$ cat src/rtl/sfd_pkg.sv
`default_nettype none

package sfd_pkg;

    // Line length limit and line position width
    localparam int MAX_LINE = 1024;
    localparam int POS_W    = $clog2(MAX_LINE + 1);

    // Command table
    localparam int NUM_CMDS = 11;
    localparam int CMD_CHARS = 11;
    localparam logic [3:0] CMD_NONE = 4'd11;
    localparam logic [NUM_CMDS-1:0] ALL_MASK = '1;

    // Names padded with spaces to the longest name; padding is never compared
    localparam logic [8*CMD_CHARS-1:0] CMD_TEXT [NUM_CMDS] = '{
        "SEND       ", "SUBSCRIBE  ", "CONNECT    ", "STOMP      ",
        "ACK        ", "BEGIN      ", "COMMIT     ", "ABORT      ",
        "NACK       ", "UNSUBSCRIBE", "DISCONNECT "
    };
    localparam logic [3:0] CMD_LEN [NUM_CMDS] = '{
        4'd4, 4'd9, 4'd7, 4'd5, 4'd3, 4'd5, 4'd6, 4'd5, 4'd4, 4'd11, 4'd10
    };

    // Framing phases
    localparam logic [1:0] PH_IDLE = 2'd0;
    localparam logic [1:0] PH_NAME = 2'd1;
    localparam logic [1:0] PH_HDR  = 2'd2;
    localparam logic [1:0] PH_BODY = 2'd3;

    // Result tags
    localparam logic [3:0] K_SKIP      = 4'd0;
    localparam logic [3:0] K_NAME      = 4'd1;
    localparam logic [3:0] K_NAME_OK   = 4'd2;
    localparam logic [3:0] K_NAME_BAD  = 4'd3;
    localparam logic [3:0] K_HDR       = 4'd4;
    localparam logic [3:0] K_HDR_END   = 4'd5;
    localparam logic [3:0] K_HDRS_DONE = 4'd6;
    localparam logic [3:0] K_BODY      = 4'd7;
    localparam logic [3:0] K_FRAME_END = 4'd8;
    localparam logic [3:0] K_OVERFLOW  = 4'd9;

    // Special bytes
    localparam logic [7:0] CH_LF  = 8'h0A;
    localparam logic [7:0] CH_CR  = 8'h0D;
    localparam logic [7:0] CH_NUL = 8'h00;

    typedef struct packed {
        logic [1:0]          phase;
        logic [POS_W-1:0]    line_pos;
        logic [NUM_CMDS-1:0] match_mask;
        logic [3:0]          cmd;
    } t_state;

    typedef struct packed {
        logic [7:0] byte_out;
        logic [3:0] kind;
        logic [3:0] command_code;
    } t_result;

    // Character k of command i
    function automatic logic [7:0] cmd_char(input int i, input logic [3:0] k);
        logic [8*CMD_CHARS-1:0] t;
        t = CMD_TEXT[i] << {k, 3'b000};
        return t[8*CMD_CHARS-1 -: 8];
    endfunction

endpackage

`default_nettype wire

$ cat src/rtl/sfd_ifs.sv
`default_nettype none

// Received byte channel
interface sfd_in_if;
    logic       valid;
    logic       ready;
    logic [7:0] byte_in;

    modport source (output valid, output byte_in, input ready);
    modport sink   (input valid, input byte_in, output ready);
endinterface

// Tagged byte channel
interface sfd_out_if;
    logic       valid;
    logic       ready;
    logic [7:0] byte_out;
    logic [3:0] kind;
    logic [3:0] command_code;

    modport source (output valid, output byte_out, output kind, output command_code,
                    input ready);
    modport sink   (input valid, input byte_out, input kind, input command_code,
                    output ready);
endinterface

`default_nettype wire

$ cat src/rtl/sfd_step.sv
`default_nettype none

// Tags one byte against the frame structure and computes the next framing state
module sfd_step (
    input  wire logic [7:0]      i_byte,
    input  wire sfd_pkg::t_state i_state,
    output sfd_pkg::t_state      o_next,
    output sfd_pkg::t_result     o_result
);
    import sfd_pkg::*;

    logic                is_lf, is_cr, is_nul, is_sep;
    logic                at_start, at_limit;
    logic [NUM_CMDS-1:0] mask_cont;
    logic [NUM_CMDS-1:0] mask_first;
    logic [3:0]          pick;
    logic [3:0]          kind;
    logic [3:0]          code;

    assign is_lf    = (i_byte == CH_LF);
    assign is_cr    = (i_byte == CH_CR);
    assign is_nul   = (i_byte == CH_NUL);
    assign is_sep   = is_lf || is_cr || is_nul;
    assign at_start = (i_state.line_pos == '0);
    assign at_limit = (i_state.line_pos >= POS_W'(MAX_LINE));

    // Per-command prefix compare, one lane per command
    always_comb begin
        for (int i = 0; i < NUM_CMDS; i++) begin
            mask_cont[i] = i_state.match_mask[i];
            if ((i_state.line_pos < POS_W'(CMD_LEN[i])) &&
                (cmd_char(i, i_state.line_pos[3:0]) != i_byte)) begin
                mask_cont[i] = 1'b0;
            end
            mask_first[i] = (cmd_char(i, 4'd0) == i_byte);
        end
    end

    // First command in table order that is fully matched
    always_comb begin
        pick = CMD_NONE;
        for (int i = NUM_CMDS - 1; i >= 0; i--) begin
            if (i_state.match_mask[i] && (i_state.line_pos >= POS_W'(CMD_LEN[i]))) begin
                pick = 4'(i);
            end
        end
    end

    // Framing decisions
    always_comb begin
        o_next = i_state;
        kind   = K_SKIP;
        code   = CMD_NONE;
        unique case (i_state.phase)
            PH_IDLE: begin
                if (!is_sep) begin
                    // first byte of a command line
                    o_next.phase      = PH_NAME;
                    o_next.line_pos   = POS_W'(1);
                    o_next.match_mask = mask_first;
                    kind              = K_NAME;
                end
            end
            PH_NAME: begin
                if ((at_start && is_sep) || (!at_start && (is_lf || is_nul))) begin
                    if (!at_start && (pick != CMD_NONE)) begin
                        kind         = K_NAME_OK;
                        code         = pick;
                        o_next.cmd   = pick;
                        o_next.phase = PH_HDR;
                    end else begin
                        kind         = K_NAME_BAD;
                        o_next.cmd   = CMD_NONE;
                        o_next.phase = PH_NAME;
                    end
                    o_next.line_pos   = '0;
                    o_next.match_mask = ALL_MASK;
                end else if (at_limit) begin
                    kind = K_OVERFLOW;
                end else begin
                    o_next.match_mask = mask_cont;
                    o_next.line_pos   = i_state.line_pos + POS_W'(1);
                    kind              = K_NAME;
                end
            end
            PH_HDR: begin
                code = i_state.cmd;
                if (at_start && (is_lf || is_cr)) begin
                    kind         = K_HDRS_DONE;
                    o_next.phase = PH_BODY;
                end else if (at_start && is_nul) begin
                    // empty header line ended by NUL is ignored
                    kind = K_SKIP;
                    code = CMD_NONE;
                end else if (is_lf || is_nul) begin
                    kind            = K_HDR_END;
                    o_next.line_pos = '0;
                end else if (at_limit) begin
                    kind = K_OVERFLOW;
                end else begin
                    o_next.line_pos = i_state.line_pos + POS_W'(1);
                    kind            = K_HDR;
                end
            end
            PH_BODY: begin
                code = i_state.cmd;
                if (is_nul) begin
                    kind              = K_FRAME_END;
                    o_next.phase      = PH_IDLE;
                    o_next.line_pos   = '0;
                    o_next.match_mask = ALL_MASK;
                    o_next.cmd        = CMD_NONE;
                end else begin
                    kind = K_BODY;
                end
            end
            default: begin
                o_next = i_state;
            end
        endcase
    end

    assign o_result.byte_out     = i_byte;
    assign o_result.kind         = kind;
    assign o_result.command_code = code;

endmodule

`default_nettype wire

$ cat src/rtl/stomp_frame_deframer.sv
`default_nettype none

// Channel   Dir  Payload                              Handshake
// i_in      in   byte_in[7:0]                         valid/ready
// o_out     out  byte_out[7:0] kind[3:0] cmd[3:0]     valid/ready
//
// One byte per cycle sustained while the output is ready; each byte passes
// from acceptance to result through the input register, then the result register.
// The framing state (phase, line position, match mask, command) is updated
// as a byte moves from the input register into the result register.
// Reset is synchronous, active low, and returns the framer to idle.
// Output back-pressure stalls both stages; input ready is high when the
// input register is empty or moving forward this cycle.
module stomp_frame_deframer (
    input  wire logic i_clk,
    input  wire logic i_rst_n,
    sfd_in_if.sink    i_in,
    sfd_out_if.source o_out
);
    import sfd_pkg::*;

    logic       r_s1_valid;
    logic [7:0] r_s1_byte;
    logic       r_out_valid;
    t_result    r_out;
    t_state     r_state;

    t_state     n_state;
    t_result    n_out;
    logic       out_free;
    logic       s1_move;

    // Pipeline flow control
    assign out_free   = !r_out_valid || o_out.ready;
    assign s1_move    = r_s1_valid && out_free;
    assign i_in.ready = !r_s1_valid || out_free;

    sfd_step u_step (
        .i_byte   (r_s1_byte),
        .i_state  (r_state),
        .o_next   (n_state),
        .o_result (n_out)
    );

    // Control and framing state
    always_ff @(posedge i_clk) begin
        if (!i_rst_n) begin
            r_s1_valid         <= 1'b0;
            r_out_valid        <= 1'b0;
            r_state.phase      <= PH_IDLE;
            r_state.line_pos   <= '0;
            r_state.match_mask <= ALL_MASK;
            r_state.cmd        <= CMD_NONE;
        end else begin
            if (i_in.ready) begin
                r_s1_valid <= i_in.valid;
            end
            if (out_free) begin
                r_out_valid <= r_s1_valid;
            end
            if (s1_move) begin
                r_state <= n_state;
            end
        end
    end

    // Payload registers
    always_ff @(posedge i_clk) begin
        if (i_in.valid && i_in.ready) begin
            r_s1_byte <= i_in.byte_in;
        end
        if (s1_move) begin
            r_out <= n_out;
        end
    end

    assign o_out.valid        = r_out_valid;
    assign o_out.byte_out     = r_out.byte_out;
    assign o_out.kind         = r_out.kind;
    assign o_out.command_code = r_out.command_code;

    // A line never keeps more bytes than the limit
    a_pos_limit: assert property (@(posedge i_clk) disable iff (!i_rst_n)
        r_state.line_pos <= POS_W'(MAX_LINE))
        else $error("line position beyond limit");

    // Headers and body always belong to a matched command
    a_cmd_held: assert property (@(posedge i_clk) disable iff (!i_rst_n)
        (r_state.phase == PH_HDR || r_state.phase == PH_BODY) |-> r_state.cmd != CMD_NONE)
        else $error("header or body phase without a command");

    // An accepted command line reports its command
    a_ok_code: assert property (@(posedge i_clk) disable iff (!i_rst_n)
        (r_out_valid && r_out.kind == K_NAME_OK) |-> r_out.command_code != CMD_NONE)
        else $error("command accepted without a code");

    // Name bytes and rejected lines carry no command
    a_name_code: assert property (@(posedge i_clk) disable iff (!i_rst_n)
        (r_out_valid && (r_out.kind == K_NAME || r_out.kind == K_NAME_BAD))
        |-> r_out.command_code == CMD_NONE)
        else $error("command code on a name byte");

    // A frame end returns the framer to idle
    a_frame_idle: assert property (@(posedge i_clk) disable iff (!i_rst_n)
        (s1_move && n_out.kind == K_FRAME_END) |=> r_state.phase == PH_IDLE)
        else $error("frame end without return to idle");

endmodule

`default_nettype wire
$ cat src/flat_wrapper.sv
// flat-port wrapper written by rule: the top's interface ports become plain ports
module stomp_frame_deframer_flat import sfd_pkg::*;
  (i_clk, i_rst_n, i_in_valid, i_in_byte_in, i_in_ready, o_out_valid, o_out_byte_out, o_out_kind, o_out_command_code, o_out_ready);
  sfd_in_if i_in_i ();
  sfd_out_if o_out_i ();
  input  wire logic i_clk;
  input  wire logic i_rst_n;
  input wire logic [$bits(i_in_i.valid)-1:0] i_in_valid;
  input wire logic [$bits(i_in_i.byte_in)-1:0] i_in_byte_in;
  output wire logic [$bits(i_in_i.ready)-1:0] i_in_ready;
  output wire logic [$bits(o_out_i.valid)-1:0] o_out_valid;
  output wire logic [$bits(o_out_i.byte_out)-1:0] o_out_byte_out;
  output wire logic [$bits(o_out_i.kind)-1:0] o_out_kind;
  output wire logic [$bits(o_out_i.command_code)-1:0] o_out_command_code;
  input wire logic [$bits(o_out_i.ready)-1:0] o_out_ready;
  assign i_in_i.valid = i_in_valid;
  assign i_in_i.byte_in = i_in_byte_in;
  assign i_in_ready = i_in_i.ready;
  assign o_out_valid = o_out_i.valid;
  assign o_out_byte_out = o_out_i.byte_out;
  assign o_out_kind = o_out_i.kind;
  assign o_out_command_code = o_out_i.command_code;
  assign o_out_i.ready = o_out_ready;
  stomp_frame_deframer u_core (.i_clk(i_clk), .i_rst_n(i_rst_n), .i_in(i_in_i), .o_out(o_out_i));
endmodule
$ cat config.mk
export PLATFORM = sky130hd
export DESIGN_NAME = stomp_frame_deframer_flat
export DESIGN_NICKNAME = d
export VERILOG_FILES = /design/src/rtl/sfd_pkg.sv /design/src/rtl/sfd_ifs.sv /design/src/rtl/sfd_step.sv /design/src/rtl/stomp_frame_deframer.sv /design/src/flat_wrapper.sv
export SDC_FILE = /design/constraint.sdc
export NUM_CORES = 1
export LEC_CHECK = 0
export ABC_AREA = 1
export BUFFER_PORTS_ARGS = -buffer_cell sky130_fd_sc_hd__buf_2
export CORE_UTILIZATION = 30
export DETAILED_ROUTE_END_ITERATION = 6
export PLACE_DENSITY = 0.49
export SLEW_MARGIN = 5
export SYNTH_ARGS = -nofsm -noshare
export SYNTH_HDL_FRONTEND = slang
export SYNTH_HIERARCHICAL = 1
export SYNTH_SLANG_ARGS = --single-unit
$ cat constraint.sdc
create_clock -name i_clk -period 3.44 [get_ports i_clk]
set_clock_uncertainty 0.15 [all_clocks]
set_input_delay 0.688 -clock i_clk [delete_from_list [all_inputs] [get_ports i_clk]]
set_output_delay 0.688 -clock i_clk [all_outputs]
set_load 0.05 [all_outputs]
Word level (Yosys, flattened, before mapping)
Index checks and enable logic that the tools add are counted.

storage, ports and cells
  register bits after elaboration = 54
  output and inout bits = 18
  logic and storage cells = 201

cells by class
  $add $sub $neg = 1
  $lt $le $gt $ge = 17
  equal/unequal tests = 43
  shifts and indexed selects = 11
  mux-type cells = 52
  reduce and logical (&&, ||, !) cells = 57

operators with widths
  operator                 number
  $shl A87 B7 Y88 const A  11
  $mux W4                  22
  $ne A8 B8 Y1             11
  $reduce_and A6 Y1        11
  $eq A7 B8 Y1 const A     7
  $pmux W13 S4             1
  $ge A11 B3 Y1 const B    4
  $lt A11 B3 Y1 const B    4
  $mux W11                 4
  $mux W22                 2
  $ne A3 B3 Y1 const B     13
  $ge A11 B4 Y1 const B    3
  $lt A11 B4 Y1 const B    3
  $pmux W11 S3             1
  $logic_and A1 B1 Y1      29
  $mux W28                 1
  $mux W24                 1
  $eq A8 B4 Y1 const B     2
  $pmux W4 S4              1
  $mux W1                  14
  $ne A2 B2 Y1 const B     6
  $pmux W4 S3              1
  $add A11 B1 Y11 const B  1
  $ge A11 B11 Y1 const B   1
  17 further kinds         27

Logic depth before layout (Yosys ltp)
  depth in word-level cells = 18
  depth in mapped cells = 24

Cells and area by module
Netlist, hierarchy kept.

modules (own cells, without submodules)
  module                times used  cells an instance  area an instance (um^2)  sequential area each (um^2)
  sfd_step              1           561                3036.7                   0.0
  stomp_frame_deframer  1           190                1985.7                   1321.3

Worst setup path before layout
No wires, ideal clock.

  path kind = register to register
  start = register u_core/r_state[15] (netlist bit)
  end = register u_core/r_state[5] (netlist bit)
  setup time = 0.062 ns
  arrival time = 2.253 ns
  setup slack = 0.975 ns
  stages on the path, launching flop included = 14
  path buffers = 0
  period minus slack after synthesis = 2.465 ns
  path through = dfxtp_1 inv_1 ha_1 a21oi_1 inv_2 o21ai_0 xor2_1 a2111oi_0 nand4_1 nand2_1 nand3_1 a22oi_1 nand3_1 nand3_1

RTL lines
  element                 RTL line                    source
  from (decl)             stomp_frame_deframer.sv:26  t_state r_state;
  from (signal assigned)  stomp_frame_deframer.sv:62  r_state <= n_state;

==> impl_metrics.json <==
{
  "antenna_cells": 0,
  "path_cells": "inv_1 -> ha_1 -> nand2_1 -> nor2_1 -> nand2_1 -> inv_2 -> nor2_4 -> nor2_2 -> nor2_2 -> inv_2 -> a21oi_1 -> a31oi_1 -> nand3_1 -> nand3_1",
  "drive_gt1_frac": 0.1445,
  "ys_ff_latch": 54,
  "nets": 796,
  "routed-via-count": 5360,
  "initial_core_util": 0.3116,
  "cp.required_ns": 3.46,
  "cts_setup_buffers": 0,
  "antenna_found_initial": 0,
  "dpl.hpwl_um": 12770,
  "slew_headroom": 0.5666,
  "drtIter0Drc": 516,
  "synthSimpleGateAreaFrac": 0.3216,
  "register_area_mm2": 0.001321,
  "chipWidth_um": 131.4,
  "cts_max_level": 2,
  "vdd.ir_drop.worst_v": 0.0001991,
  "synthTopCellsByArea": "edfxtp_1, dfxtp_1, nand2_1",
  "cts_buffer_depth": 2,
  "slowest_stage": "dfxtp_1",
  "fill_cells": 1813,
  "hold_path.class": "reg -> reg",
  "clk_pin_slew_ns": 0.08,
  "synth-main-ff-cell": "dfxtp_1",
  "leakage_nw": 2.408,
  "grt_pass1_wl_um": 26920,
  "syn-instance-count": 751,
  "synthArstFlopShare": 0,
  "grt_max_degree": 44,
  "yosysTopAreaCellShare": 0.1435,
  "yosys_warnings": 6,
  "numCtsBuffers": 5,
  "worstPathArrival_ns": 3.05,
  "synth_top_family_by_area": "simple AND/OR/NAND/NOR gates",
  "port_buffers": 29,
  "holdBufCountCts": 0,
  "syn-num-nets": 773,
  "post_cts_resized": 0,
  "dp_slack_ns": 0.4346,
  "cts-root-buf": "clkbuf_16",
  "worst_path_largest_cell_delay_ns": 0.57,
  "dr.pass1.iters": 5,
  "worst_skew_pair.late_latency_ns": 0.31,
  "drc": 0,
  "cts_tree": "done",
  "maxSlewViolCount": 0,
  "fin_setup_tns_ns": 0,
  "wl_per_cell_um": 17.31,
  "die_y_um": 131.4,
  "rows": 46,
  "hold_viol": 0,
  "max_freq_mhz": 329.7,
  "dieArea_mm2": 0.01726,
  "max_cap_violations": 0,
  "grt_use_total": 0.1975,
  "area_delta_synth_final_pct": 9.841,
  "synth-xor-area-share": 0.06801,
  "fin_ws_ns": 0.4074,
  "grt_pass1_vias": 4867,
  "critical_path_class": "reg -> reg",
  "setup-violations-final": 0,
  "whs_ns": 0.3103,
  "status": "complete, no violations",
  "synthAdderAreaFrac": 0.02491,
  "core_area_mm2": 0.01612,
  "layout_commonest_cell": "nand2_1",
  "io_pins": 30,
  "synth-compound-area-share": 0.1936,
  "ys_seq_area_frac": 0.2631,
  "worst_slew_pin_slew_ns": 0.6501,
  "ant_nets": 0,
  "total_power_mw": 2.002,
  "yosysTopAreaCell": "edfxtp_1",
  "synth_area_mm2": 0.005022,
  "powerDensity_mw_per_mm2": 363.0,
  "vias_per_cell": 5.409,
  "synth_enable_flop_cells": 24,
  "most-common-layout-cells": "nand2_1, inv_1, nand3_1",
  "ys_types": 51,
  "cp-start-kind": "flip-flop",
  "gp_congestion": 0.9800,
  "grt-ovfl-total": 0,
  "syn_avg_cell_area_um2": 6.688,
  "multiInputGateArea_mm2": 0.003054,
  "post-route-period-util": 0.8816,
  "clock-sinks": 54,
  "period_needed_ns": 3.033,
  "post-route-util": 0.3423,
  "wirelength_um": 17160,
  "synthMuxAreaShare": 0,
  "path_max_fanout": 11,
  "rsz0062_at_grt": "no",
  "cp-end-kind": "flip-flop"
}
-- registers in the layout (all words and copies together), names as in the netlist --
name and count:
u_core/o_out.kind 4, u_core/o_out.command_code 4, u_core/o_out.byte_out 8, u_core/r_s1_byte 8
u_core/o_out.valid 1, u_core/r_state 28, u_core/r_s1_valid 1
-- cell usage after synthesis (7+ instances only) --
cell	count
edfxtp_1	24
inv_2	13
buf_2	12
buf_4	16
a21oi_1	57
a41oi_1	7
nand4_1	10
a31oi_1	10
o21ai_0	48
nor2_2	9
dfxtp_1	30
nand2_1	140
nor3_1	15
clkbuf_1	7
ha_1	10
nand3_1	76
inv_1	80
nor2_1	68
xor2_1	39
-- path summary, 6_finish.rpt --
kind                       from                 to  slack (ns)  depth (start not counted)
max          u_core/r_state[15]  u_core/r_state[9]        0.41                         14
min           u_core/r_state[4]  u_core/r_state[4]        0.31                          2
max reg2reg  u_core/r_state[15]  u_core/r_state[9]        0.41                         14
min reg2reg   u_core/r_state[4]  u_core/r_state[4]        0.31                          2
-- report_power, final --
group / switching (mW) / leakage, nW / internal [mW]
Combinational: 0.495 / 1.86 / 0.232
Sequential: 0.0504 / 0.473 / 0.714
Clock: 0.241 / 0.0708 / 0.271
Total: 0.786 / 2.41 / 1.22
-- metal layers --
metal	vias to the layer above	global-route usage	share of wire
li1	2585	-	-
met1	2496	0.2751	0.46
met2	239	0.2993	0.43
met3	40	0.03588	0.072
met4	0	0.07817	0.034
met5	-	0	0
-- kinds of logic (layout without fill, tap and decap cells) --
| logic type | count (synthesis) | count (layout) |
|---|---|---|
| compound gates | 163 | 163 |
| xor+xnor | 39 | 39 |
| fa+ha+maj | 10 | 10 |
| buf+inv | 138 | 162 |
| flops | 54 | 54 |
| simple gates | 347 | 347 |
-- final cells by class --
| type | count | area share |
|---|---|---|
| clock buffers | 6 | 0.02336 |
| clock inverters | 2 | 0.002495 |
| inverters | 96 | 0.06623 |
| multi-input cells | 559 | 0.5536 |
| flip-flops and latches | 54 | 0.2395 |
| well taps | 216 | 0.04899 |
| repair buffers | 58 | 0.06577 |
-- critical path: cells and delay by family, from the launching register on --
| kind | cells | cell delay, ns |
|---|---|---|
| compound gates | 2 | 0.34 |
| fa+ha+maj | 1 | 0.33 |
| buf+inv | 3 | 0.42 |
| simple gates | 8 | 1.08 |
| flops | 1 | 0.57 |
-- per-stage QoR --
stage / std cells / instance area [um2]
after CTS: 991 / 5517
after detailed placement: 983 / 5374
after global routing: 991 / 5517
after global placement: 983 / 5374
after floorplan: 751 / 5022
final: 991 / 5517
Power figures use the tool's default switching activity.
